### config.mk
export PLATFORM = sky130hd
export DESIGN_NAME = button_hold_classifier
export DESIGN_NICKNAME = d
export VERILOG_FILES = /design/src/design/bhc_pkg.sv /design/src/design/bhc_core.sv /design/src/design/button_hold_classifier.sv
export SDC_FILE = /design/constraint.sdc
export NUM_CORES = 1
export LEC_CHECK = 0
export ABC_AREA = 1
export BUFFER_PORTS_ARGS = -buffer_cell sky130_fd_sc_hd__buf_2
export CORE_UTILIZATION = 33
export CTS_BUF_LIST = sky130_fd_sc_hd__clkbuf_16
export DETAILED_ROUTE_END_ITERATION = 6
export PLACE_DENSITY = 0.56
export SYNTH_ARGS = -nofsm -noshare
export SYNTH_HDL_FRONTEND = slang
export SYNTH_SLANG_ARGS = --single-unit
### constraint.sdc
create_clock -name clk -period 2.4 [get_ports clk]
set_clock_uncertainty 0.1 [all_clocks]
set_input_delay 0.48 -clock clk [delete_from_list [all_inputs] [get_ports clk]]
set_output_delay 0.48 -clock clk [all_outputs]
set_load 0.1 [all_outputs]
### src/design/bhc_pkg.sv
// Shared types, codes and reset values for the button hold classifier.
package bhc_pkg;

  localparam int unsigned REG_W        = 8;
  localparam int unsigned CFG_IDX_W    = 2;
  localparam int unsigned COUNT_BITS_D = 8;

  localparam logic [REG_W-1:0] PAIR_HOLD_RST  = 8'd3;
  localparam logic [REG_W-1:0] RESET_HOLD_RST = 8'd20;
  localparam logic [REG_W-1:0] REBOOT_MIN_RST = 8'd3;

  typedef enum logic [CFG_IDX_W-1:0] {
    CFG_PAIR_HOLD  = 2'd0,
    CFG_RESET_HOLD = 2'd1,
    CFG_REBOOT_MIN = 2'd2,
    CFG_UNUSED     = 2'd3
  } cfg_idx_t;

  typedef enum logic {
    OP_TICK = 1'b0,
    OP_READ = 1'b1
  } opcode_t;

  typedef enum logic [1:0] {
    EV_NONE   = 2'd0,
    EV_PAIR   = 2'd1,
    EV_RESET  = 2'd2,
    EV_REBOOT = 2'd3
  } event_t;

  typedef struct packed {
    logic [REG_W-1:0] pair_hold;
    logic [REG_W-1:0] reset_hold;
    logic [REG_W-1:0] reboot_min;
  } cfg_t;

  typedef struct packed {
    logic go;
    logic rd;
    logic pair_pressed;
    logic reset_pressed;
  } step_t;

endpackage

### src/design/bhc_core.sv
// Held counters, sticky events and the one-step update for one item.
module bhc_core #(
  parameter int unsigned COUNT_BITS = bhc_pkg::COUNT_BITS_D
) (
  input  logic             clk,
  input  logic             rst_n,
  input  bhc_pkg::step_t   step,
  input  bhc_pkg::cfg_t    cfg,
  output bhc_pkg::event_t  ev
);

  // compare width covers both counter and threshold
  localparam int unsigned CMP_W = (COUNT_BITS > bhc_pkg::REG_W) ? COUNT_BITS : bhc_pkg::REG_W;
  localparam logic [COUNT_BITS-1:0] CNT_MAX = {COUNT_BITS{1'b1}};

  logic [COUNT_BITS-1:0] pair_held_r,  pair_held_nxt;
  logic [COUNT_BITS-1:0] reset_held_r, reset_held_nxt;
  logic                  pair_pend_r,   pair_pend_nxt;
  logic                  reset_pend_r,  reset_pend_nxt;
  logic                  reboot_pend_r, reboot_pend_nxt;

  logic [COUNT_BITS-1:0] pair_inc, reset_inc;
  logic [CMP_W-1:0]      pair_inc_w, reset_inc_w, reset_held_w;
  logic [CMP_W-1:0]      pair_thr_w, reset_thr_w, reboot_thr_w;

  always_comb begin
    pair_inc  = (pair_held_r  == CNT_MAX) ? CNT_MAX : pair_held_r  + 1'b1;
    reset_inc = (reset_held_r == CNT_MAX) ? CNT_MAX : reset_held_r + 1'b1;

    pair_inc_w   = CMP_W'(pair_inc);
    reset_inc_w  = CMP_W'(reset_inc);
    reset_held_w = CMP_W'(reset_held_r);
    pair_thr_w   = CMP_W'(cfg.pair_hold);
    reset_thr_w  = CMP_W'(cfg.reset_hold);
    reboot_thr_w = CMP_W'(cfg.reboot_min);

    pair_held_nxt   = pair_held_r;
    reset_held_nxt  = reset_held_r;
    pair_pend_nxt   = pair_pend_r;
    reset_pend_nxt  = reset_pend_r;
    reboot_pend_nxt = reboot_pend_r;
    ev              = bhc_pkg::EV_NONE;

    if (step.rd) begin
      // highest pending event wins and only that one clears
      priority if (pair_pend_r) begin
        ev = bhc_pkg::EV_PAIR;
      end else if (reset_pend_r) begin
        ev = bhc_pkg::EV_RESET;
      end else if (reboot_pend_r) begin
        ev = bhc_pkg::EV_REBOOT;
      end else begin
        ev = bhc_pkg::EV_NONE;
      end
    end

    if (step.go) begin
      if (step.rd) begin
        priority if (pair_pend_r) begin
          pair_pend_nxt = 1'b0;
        end else if (reset_pend_r) begin
          reset_pend_nxt = 1'b0;
        end else if (reboot_pend_r) begin
          reboot_pend_nxt = 1'b0;
        end else begin
          // nothing pending, nothing to clear
        end
      end else if (step.pair_pressed) begin
        // reset button ignored, its count frozen
        pair_held_nxt = pair_inc;
        if (pair_inc_w >= pair_thr_w) begin
          pair_pend_nxt = 1'b1;
        end
      end else begin
        pair_held_nxt = '0;
        if (step.reset_pressed) begin
          reset_held_nxt = reset_inc;
          if (reset_inc_w >= reset_thr_w) begin
            reset_pend_nxt = 1'b1;
          end
        end else begin
          if (reset_held_w >= reboot_thr_w && reset_held_w < reset_thr_w) begin
            reboot_pend_nxt = 1'b1;
          end
          reset_held_nxt = '0;
        end
      end
    end
  end

  always_ff @(posedge clk) begin
    if (!rst_n) begin
      pair_held_r   <= '0;
      reset_held_r  <= '0;
      pair_pend_r   <= 1'b0;
      reset_pend_r  <= 1'b0;
      reboot_pend_r <= 1'b0;
    end else begin
      pair_held_r   <= pair_held_nxt;
      reset_held_r  <= reset_held_nxt;
      pair_pend_r   <= pair_pend_nxt;
      reset_pend_r  <= reset_pend_nxt;
      reboot_pend_r <= reboot_pend_nxt;
    end
  end

endmodule

### src/design/button_hold_classifier.sv
// Top level of the button hold classifier: input stage, settings, result register.
//
//  channel | direction | handshake           | payload
//  --------+-----------+---------------------+------------------------------------
//  in_     | in        | in_valid / in_stall | in_opcode, in_pair_pin, in_reset_pin
//  out_    | out       | out_valid/out_stall | out_event_code
//  cfg_    | in        | cfg_we              | cfg_index, cfg_wdata
//
// One item per cycle sustained while in_stall is low. An accepted item sits
// in the input stage, where the counter and event logic acts on it; a read's
// event code is then registered in the result register and shows on out_.
// Ticks give no item on out_.
// in_stall rises only when the stage holds a read and the result register is
// still full and stalled; ticks behind it wait so order is kept.
// rst_n is synchronous: counters and events clear, settings return to 3/20/3.
module button_hold_classifier #(
  parameter int unsigned COUNT_BITS = bhc_pkg::COUNT_BITS_D
) (
  input  logic                                 clk,
  input  logic                                 rst_n,
  // item input
  input  logic                                 in_valid,
  output logic                                 in_stall,
  input  logic                                 in_opcode,
  input  logic                                 in_pair_pin,
  input  logic                                 in_reset_pin,
  // result output
  output logic                                 out_valid,
  input  logic                                 out_stall,
  output logic [1:0]                           out_event_code,
  // settings write port
  input  logic                                 cfg_we,
  input  logic [bhc_pkg::CFG_IDX_W-1:0]        cfg_index,
  input  logic [bhc_pkg::REG_W-1:0]            cfg_wdata
);

  bhc_pkg::cfg_t    cfg_r;
  bhc_pkg::step_t   step;
  bhc_pkg::event_t  ev;

  // input stage
  logic stg_valid_r;
  logic stg_op_r;
  logic stg_pair_r;
  logic stg_reset_r;

  // result register
  logic       out_valid_r;
  logic [1:0] out_code_r;

  logic in_accept;
  logic blocked;

  // a read may only leave the stage when the result register can take it
  assign blocked   = stg_valid_r && (stg_op_r == bhc_pkg::OP_READ) && out_valid_r && out_stall;
  assign in_stall  = blocked;
  assign in_accept = in_valid && !in_stall;

  always_comb begin
    step.go            = stg_valid_r && !blocked;
    step.rd            = (stg_op_r == bhc_pkg::OP_READ);
    step.pair_pressed  = !stg_pair_r;   // pins are active low
    step.reset_pressed = !stg_reset_r;
  end

  bhc_core #(
    .COUNT_BITS (COUNT_BITS)
  ) u_core (
    .clk   (clk),
    .rst_n (rst_n),
    .step  (step),
    .cfg   (cfg_r),
    .ev    (ev)
  );

  // settings; writes beyond the list are dropped
  always_ff @(posedge clk) begin
    if (!rst_n) begin
      cfg_r.pair_hold  <= bhc_pkg::PAIR_HOLD_RST;
      cfg_r.reset_hold <= bhc_pkg::RESET_HOLD_RST;
      cfg_r.reboot_min <= bhc_pkg::REBOOT_MIN_RST;
    end else if (cfg_we) begin
      unique case (bhc_pkg::cfg_idx_t'(cfg_index))
        bhc_pkg::CFG_PAIR_HOLD:  cfg_r.pair_hold  <= cfg_wdata;
        bhc_pkg::CFG_RESET_HOLD: cfg_r.reset_hold <= cfg_wdata;
        bhc_pkg::CFG_REBOOT_MIN: cfg_r.reboot_min <= cfg_wdata;
        default: ;
      endcase
    end
  end

  // stage control
  always_ff @(posedge clk) begin
    if (!rst_n) begin
      stg_valid_r <= 1'b0;
    end else if (in_accept) begin
      stg_valid_r <= 1'b1;
    end else if (step.go) begin
      stg_valid_r <= 1'b0;
    end
  end

  // stage payload
  always_ff @(posedge clk) begin
    if (in_accept) begin
      stg_op_r    <= in_opcode;
      stg_pair_r  <= in_pair_pin;
      stg_reset_r <= in_reset_pin;
    end
  end

  // result register control
  always_ff @(posedge clk) begin
    if (!rst_n) begin
      out_valid_r <= 1'b0;
    end else if (step.go && step.rd) begin
      out_valid_r <= 1'b1;
    end else if (out_valid_r && !out_stall) begin
      out_valid_r <= 1'b0;
    end
  end

  always_ff @(posedge clk) begin
    if (step.go && step.rd) begin
      out_code_r <= ev;
    end
  end

  assign out_valid      = out_valid_r;
  assign out_event_code = out_code_r;

endmodule

## After elaboration in Yosys (flattened, before gate mapping)

Cells that the tools add are included.

- Register bits after elaboration: 50
- Bits of input ports: 18
- Output and inout bits: 4
- Logic and storage cells: 82

- Add/sub/neg operators: 2
- Order comparisons: 4
- Equal/unequal tests: 8
- Multiplexer cells: 25
- Bitwise operators: 1
- Reduce and logical (&&, ||, !) cells: 27

Operator list:

| operator | number |
|---|---|
| $mux W8 | 4 |
| $ge A8 B8 Y1 | 3 |
| $mux W1 | 19 |
| $add A8 B1 Y8 const B | 2 |
| $eq A8 B8 Y1 const B | 2 |
| $reduce_bool A2 Y1 | 7 |
| $logic_and A1 B1 Y1 | 8 |
| $lt A8 B8 Y1 | 1 |
| $ne A2 B2 Y1 const B | 4 |
| $reduce_and A2 Y1 | 4 |
| $reduce_and A3 Y1 | 2 |
| $reduce_and A6 Y1 | 1 |
| $reduce_and A5 Y1 | 1 |
| $mux W2 | 2 |
| $eq A2 B1 Y1 const B | 1 |
| $eq A2 B2 Y1 const B | 1 |
| $logic_not A1 Y1 | 2 |
| $logic_not A2 Y1 | 1 |
| $reduce_or A2 Y1 | 1 |
| $not A1 Y1 | 1 |

## Logic depth before layout (Yosys ltp)

- Depth after elaboration: 7
- Depth in mapped cells: 21

## Cells and area by module

From an unflattened synthesis, not the netlist that was laid out.

- Cell total of the unflattened synthesis: 454
- Area, all modules: 3,155.5 um^2

By module, submodules not included:

| module | times used | cells an instance | area each (um^2) | seq. area each (um^2) |
|---|---|---|---|---|
| bhc_core | 1 | 287 | 1,893.1 | 380.4 |
| button_hold_classifier | 1 | 167 | 1,262.5 | 670.6 |

## Worst setup path after synthesis

OpenSTA, ideal clock, no wires.

- Path type: register -> register
- Start: register out_valid_r (netlist: out_valid)
- End: register u_core.reboot_pend_r
- Data arrival time: 3.038 ns
- Data required time: 2.230 ns
- Path slack: -0.808 ns
- Cell stages (with the launch flop): 9
- Buffers on the path: 0
- Period minus slack after synthesis: 3.208 ns
- Cells stage by stage: dfxtp_1 > nand2_1 > nor2_1 > nor2_1 > nand2_1 > nand2_1 > nand4_1 > nand2_1 > a21oi_1

- Longest elaborated chain between the ends: 5

Ends and longest elaborated chain:

| what | RTL line | source |
|---|---|---|
| start, declared | button_hold_classifier.sv:48 | `logic out_valid_r;` |
| start signal, assigned | button_hold_classifier.sv:115 | `out_valid_r <= 1'b0;` |
| start signal, assigned | button_hold_classifier.sv:117 | `out_valid_r <= 1'b1;` |
| start signal, assigned | button_hold_classifier.sv:119 | `out_valid_r <= 1'b0;` |
| $logic_and A1 B1 Y1 (2 in a row) | button_hold_classifier.sv:55 | `assign blocked = stg_valid_r && (stg_op_r == bhc_pkg::OP_READ) && out_valid_r && out_stall;` |
| via in_stall | button_hold_classifier.sv:23 | `output logic in_stall,` |
| $logic_not A1 Y1 | button_hold_classifier.sv:60 | `step.go = stg_valid_r && !blocked;` |
| $logic_and A1 B1 Y1 | button_hold_classifier.sv:60 |  |
| $reduce_and A6 Y1 (no source line) | n/a |  |
| end signal, assigned | bhc_core.sv:103 | `reboot_pend_r <= reboot_pend_nxt;` |
| end, declared | bhc_core.sv:20 | `logic reboot_pend_r, reboot_pend_nxt;` |

The timed path passes the listed nets, and every way through them passes these cells.
A chain may end at the register's enable or synchronous reset.

## Final worst setup path

- Start: register u_core.reset_held_r[1]
- End: register u_core.reset_pend_r

- Longest elaborated chain between the ends: 5
- Elaborated cells on any way between the ends: 6
- Classes of those cells: add/sub: 1; order compare: 1; eq/ne: 1; mux: 1; reduce/logical: 2

Ends and longest elaborated chain:

| what | RTL line | source |
|---|---|---|
| start, declared | bhc_core.sv:17 | `logic [COUNT_BITS-1:0] reset_held_r, reset_held_nxt;` |
| start signal, assigned | bhc_core.sv:100 | `reset_held_r <= reset_held_nxt;` |
| $add A8 B1 Y8 or $eq A8 B8 Y1 (tied branches) | bhc_core.sv:28 | `reset_inc = (reset_held_r == CNT_MAX) ? CNT_MAX : reset_held_r + 1'b1;` |
| $mux W8 (*) | bhc_core.sv:28 |  |
| $ge A8 B8 Y1 (*) | bhc_core.sv:78 | `if (reset_inc_w >= reset_thr_w) begin` |
| $reduce_bool A2 Y1 (no source line) (*) | n/a |  |
| $reduce_and A5 Y1 (no source line) (*) | n/a |  |
| end signal, assigned | bhc_core.sv:102 | `reset_pend_r <= reset_pend_nxt;` |
| end, declared | bhc_core.sv:19 | `logic reset_pend_r, reset_pend_nxt;` |

Mark *: on every way between the ends. The rest lies on a longest branch, timed or not.

==> flow_summary.yaml <==
layout:
  areaGrowthSynthToFinish_pct: 18.7
  final_area_um2: 3480
  utilization: 0.401
  fin_nets: 487
  nFillCells: 905
  diodes: 0
  drive_gt1_frac: 0.178
synthesis:
  syn_inst: 405
  synth_xor_area_frac: 0.00299
  async_flop_share: 0
  yosys.area.top_type: "dfxtp_1"
  synthFlopType: "dfxtp_1"
  syn-cell-area_um2: 2930
  yosys.cell_count.top_type: "nand2_1"
  synth_cell_type_count: 30
  synthTopCellsByArea: "dfxtp_1 31%, ha_1 14%, nand2_1 13%"
  syn_area_per_cell_um2: 7.24
  synthAdderAreaFrac: 0.141
  synth-edff-count: 5
  syn-num-nets: 456
  synth_compound_area_frac: 0.157
  yosys_warnings: 0
  synth_top_family_by_area: "simple AND/OR/NAND/NOR gates"
  synth_common_cells: "100 x nand2_1, 61 x inv_1, 50 x a21oi_1"
  ys_seq_area_frac: 0.358
  synthMuxAreaShare: 0
  synth_top_area_frac: 0.307
  yosys.area_share.simple: 0.246
  synth-seq-cells: 50
die:
  num_rows: 34
  die_w_um: 96.3
  die_h_um: 96.3
  core-area_um2: 8680
  io_pins: 22
  dieArea_um2: 9270
  initial_core_util: 0.338
sta:
  finalSetupTns_ns: -0.0113
  fmax_mhz: 415
  hold_viol_final: 0
  fin_crit_sh: 1.00
  max_slew_margin: 0.588
  fin_crit_ns: 2.41
  max_slew.worst_pin.slew_ns: 0.614
  rsz0062_at_grt: "yes"
  hold_slack_ns: 0.270
  maxSlewViolCount: 0
  fin_ws_ns: -0.0113
  finalSetupViolCount: 1
worst_setup_path:
  crit_buf_inv: 2
  cp.arrival_ns: 2.51
  worstSetupPathType: "reg -> reg"
  path_cells: "ha_4 > nand2_2 > inv_2 > nand2_4 > nor2_4 > nand2_2 > nor3_4 > inv_2 > nand3_2 > ha_1 > a21o_1 > nor2_1 > nand3_2 > nand2_1 > nand2_1 > nand2_1 > nand2_1 > a21oi_1"
  critPathMostFrequentCell: "nand2_1"
  critPathRequiredTime_ns: 2.50
  critPathSlowestCell: "dfxtp_2"
  cp_top_family: "simple AND/OR/NAND/NOR gates"
  crit_start: "u_core.reset_held_r[1]"
  cpPeakStageDelay_ns: 0.36
  cp_max_fo: 5
  r2r-start: "u_core.reset_held_r[1]"
  startpoint_type: "flip-flop"
  crit_cells: 18
  reg2reg_depth: 18
  end_kind: "flip-flop"
clock_network:
  path_clk_slew_ns: 0.07
  insertion_delay_ns: 0.28
  cts.sinks: 50
  cts_root_buf: "clkbuf_16"
  cts_buffer_depth: 2
  holdBufCountCts: 0
  cts_htree_levels: 2
  cts_tree: "yes"
  numCtsBuffers: 5
global_routing:
  grt_pass1_vias: 2341
  busiest_layer: "met2"
  gr-usage-met3: 0.0261
  grt_usage: 0.158
  antenna_found_initial: 0
  grt_pass1_wl_um: 11200
  gr-total-overflow: 0
  grt_use_met2: 0.257
  grt_max_degree: 27
  met1_usage: 0.216
placed_design:
  gp_congestion: 0.812
  hpwl_um: 5000
  portBuffers: 21
  pre_cts_ws_ns: 0.00793
  place_area_um2: 3200
pwr:
  intPower_mw: 1.31
  ir_worst_vdd_v: 0.000267
  power_per_cell_area_nw_per_um2: 498
  p_sw_uw: 423
  p_leak_nw: 1.63
  seqPwrFrac: 0.511
  comb_power_share: 0.105
  sw_frac_of_total: 0.244
  clockPowerShare: 0.384
status:
  violations: "negative setup slack"
  status: "finished, violations left"
worst_hold_path:
  hold_class: "in -> reg"
  min_from: "in_pair_pin"
  worstHoldPathCells: 1
detailed_routing:
  vias: 2586
  drt_wl_total_um: 6660
  antenna_left: 0
  via_per_inst: 4.74
  dr.pass1.iters: 4
  avgRoutedWirePerCell_um: 12.2
  drc: 0
  drt_iter0_markers: 104
job:
  drv_cap: 0
-- worst paths after layout --
| kind | end | slack (ns) |
|---|---|---|
| max | u_core.reset_pend_r | -0.01 |
| min | stg_pair_r | 0.27 |
| max reg2reg | u_core.reset_pend_r | -0.01 |
| min reg2reg | cfg_r[6] | 0.36 |
-- placed cells by master (no fill, tap or decap), drive strengths merged, types with 2 or more instances in the layout --
cell and n:
a21oi 50, a31oi 2, buf 33, clkbuf 5, dfxtp 45, edfxtp 5, ha 33, inv 66
nand2 102, nand3 14, nand4 6, nor2 24, nor3 8, o211ai 4, o21ai 29, or2 5
-- state kept, by name (all words and copies together) (netlist names), 2 cells and up --
register	count
cfg_r	24
u_core.pair_held_r	8
u_core.reset_held_r	8
out_event_code	2
-- power groups by stage --
stage | sequential [mW] | clock, mW | combinational (mW)
6_report | 0.886 | 0.665 | 0.181
2_1_floorplan | 0.911 | 0 | 0.114
3_3_place_gp | 0.904 | 0 | 0.171
5_1_grt | 0.889 | 0.725 | 0.210
4_1_cts | 0.885 | 0.691 | 0.177
3_5_place_dp | 0.904 | 0 | 0.176
-- cells by family (layout without fill, tap and decap cells) --
logic type / after synthesis / in the layout
fa+ha+maj: 33 / 33
buf+inv: 73 / 105
xor+xnor: 1 / 1
simple gates: 161 / 161
flops: 50 / 50
compound gates: 87 / 87
-- timing repair --
action,4_1_cts,5_1_grt
gates resized for setup,3,24
pin swaps,0,16
endpoints found under the setup margin,2,2
buffers inserted,0,5
-- metrics by stage --
step / power, mW / instances
2_1_floorplan: 1.03 / 405
3_3_place_gp: 1.07 / 532
3_5_place_dp: 1.08 / 532
4_1_cts: 1.75 / 540
5_1_grt: 1.82 / 545
6_report: 1.73 / 545
-- layout make-up --
cell class,count,area (µm²),share of cell area
Timing Repair Buffer,33,195,0.0561
Clock buffer,5,125,0.0359
Multi-Input combinational cell,282,1720,0.493
Sequential cell,50,1060,0.304
Inverter,64,240,0.0690
Clock inverter,3,11.3,0.00323
Tap cell,108,135,0.0388
-- routing by layer --
| layer | wire length, µm | share of wire |
|---|---|---|
| met1 | 3260 | 0.49 |
| met2 | 3190 | 0.48 |
| met3 | 182 | 0.027 |
| met4 | 35 | 0.0053 |
| met5 | 0 | 0 |
Power figures use the tool's default switching activity.
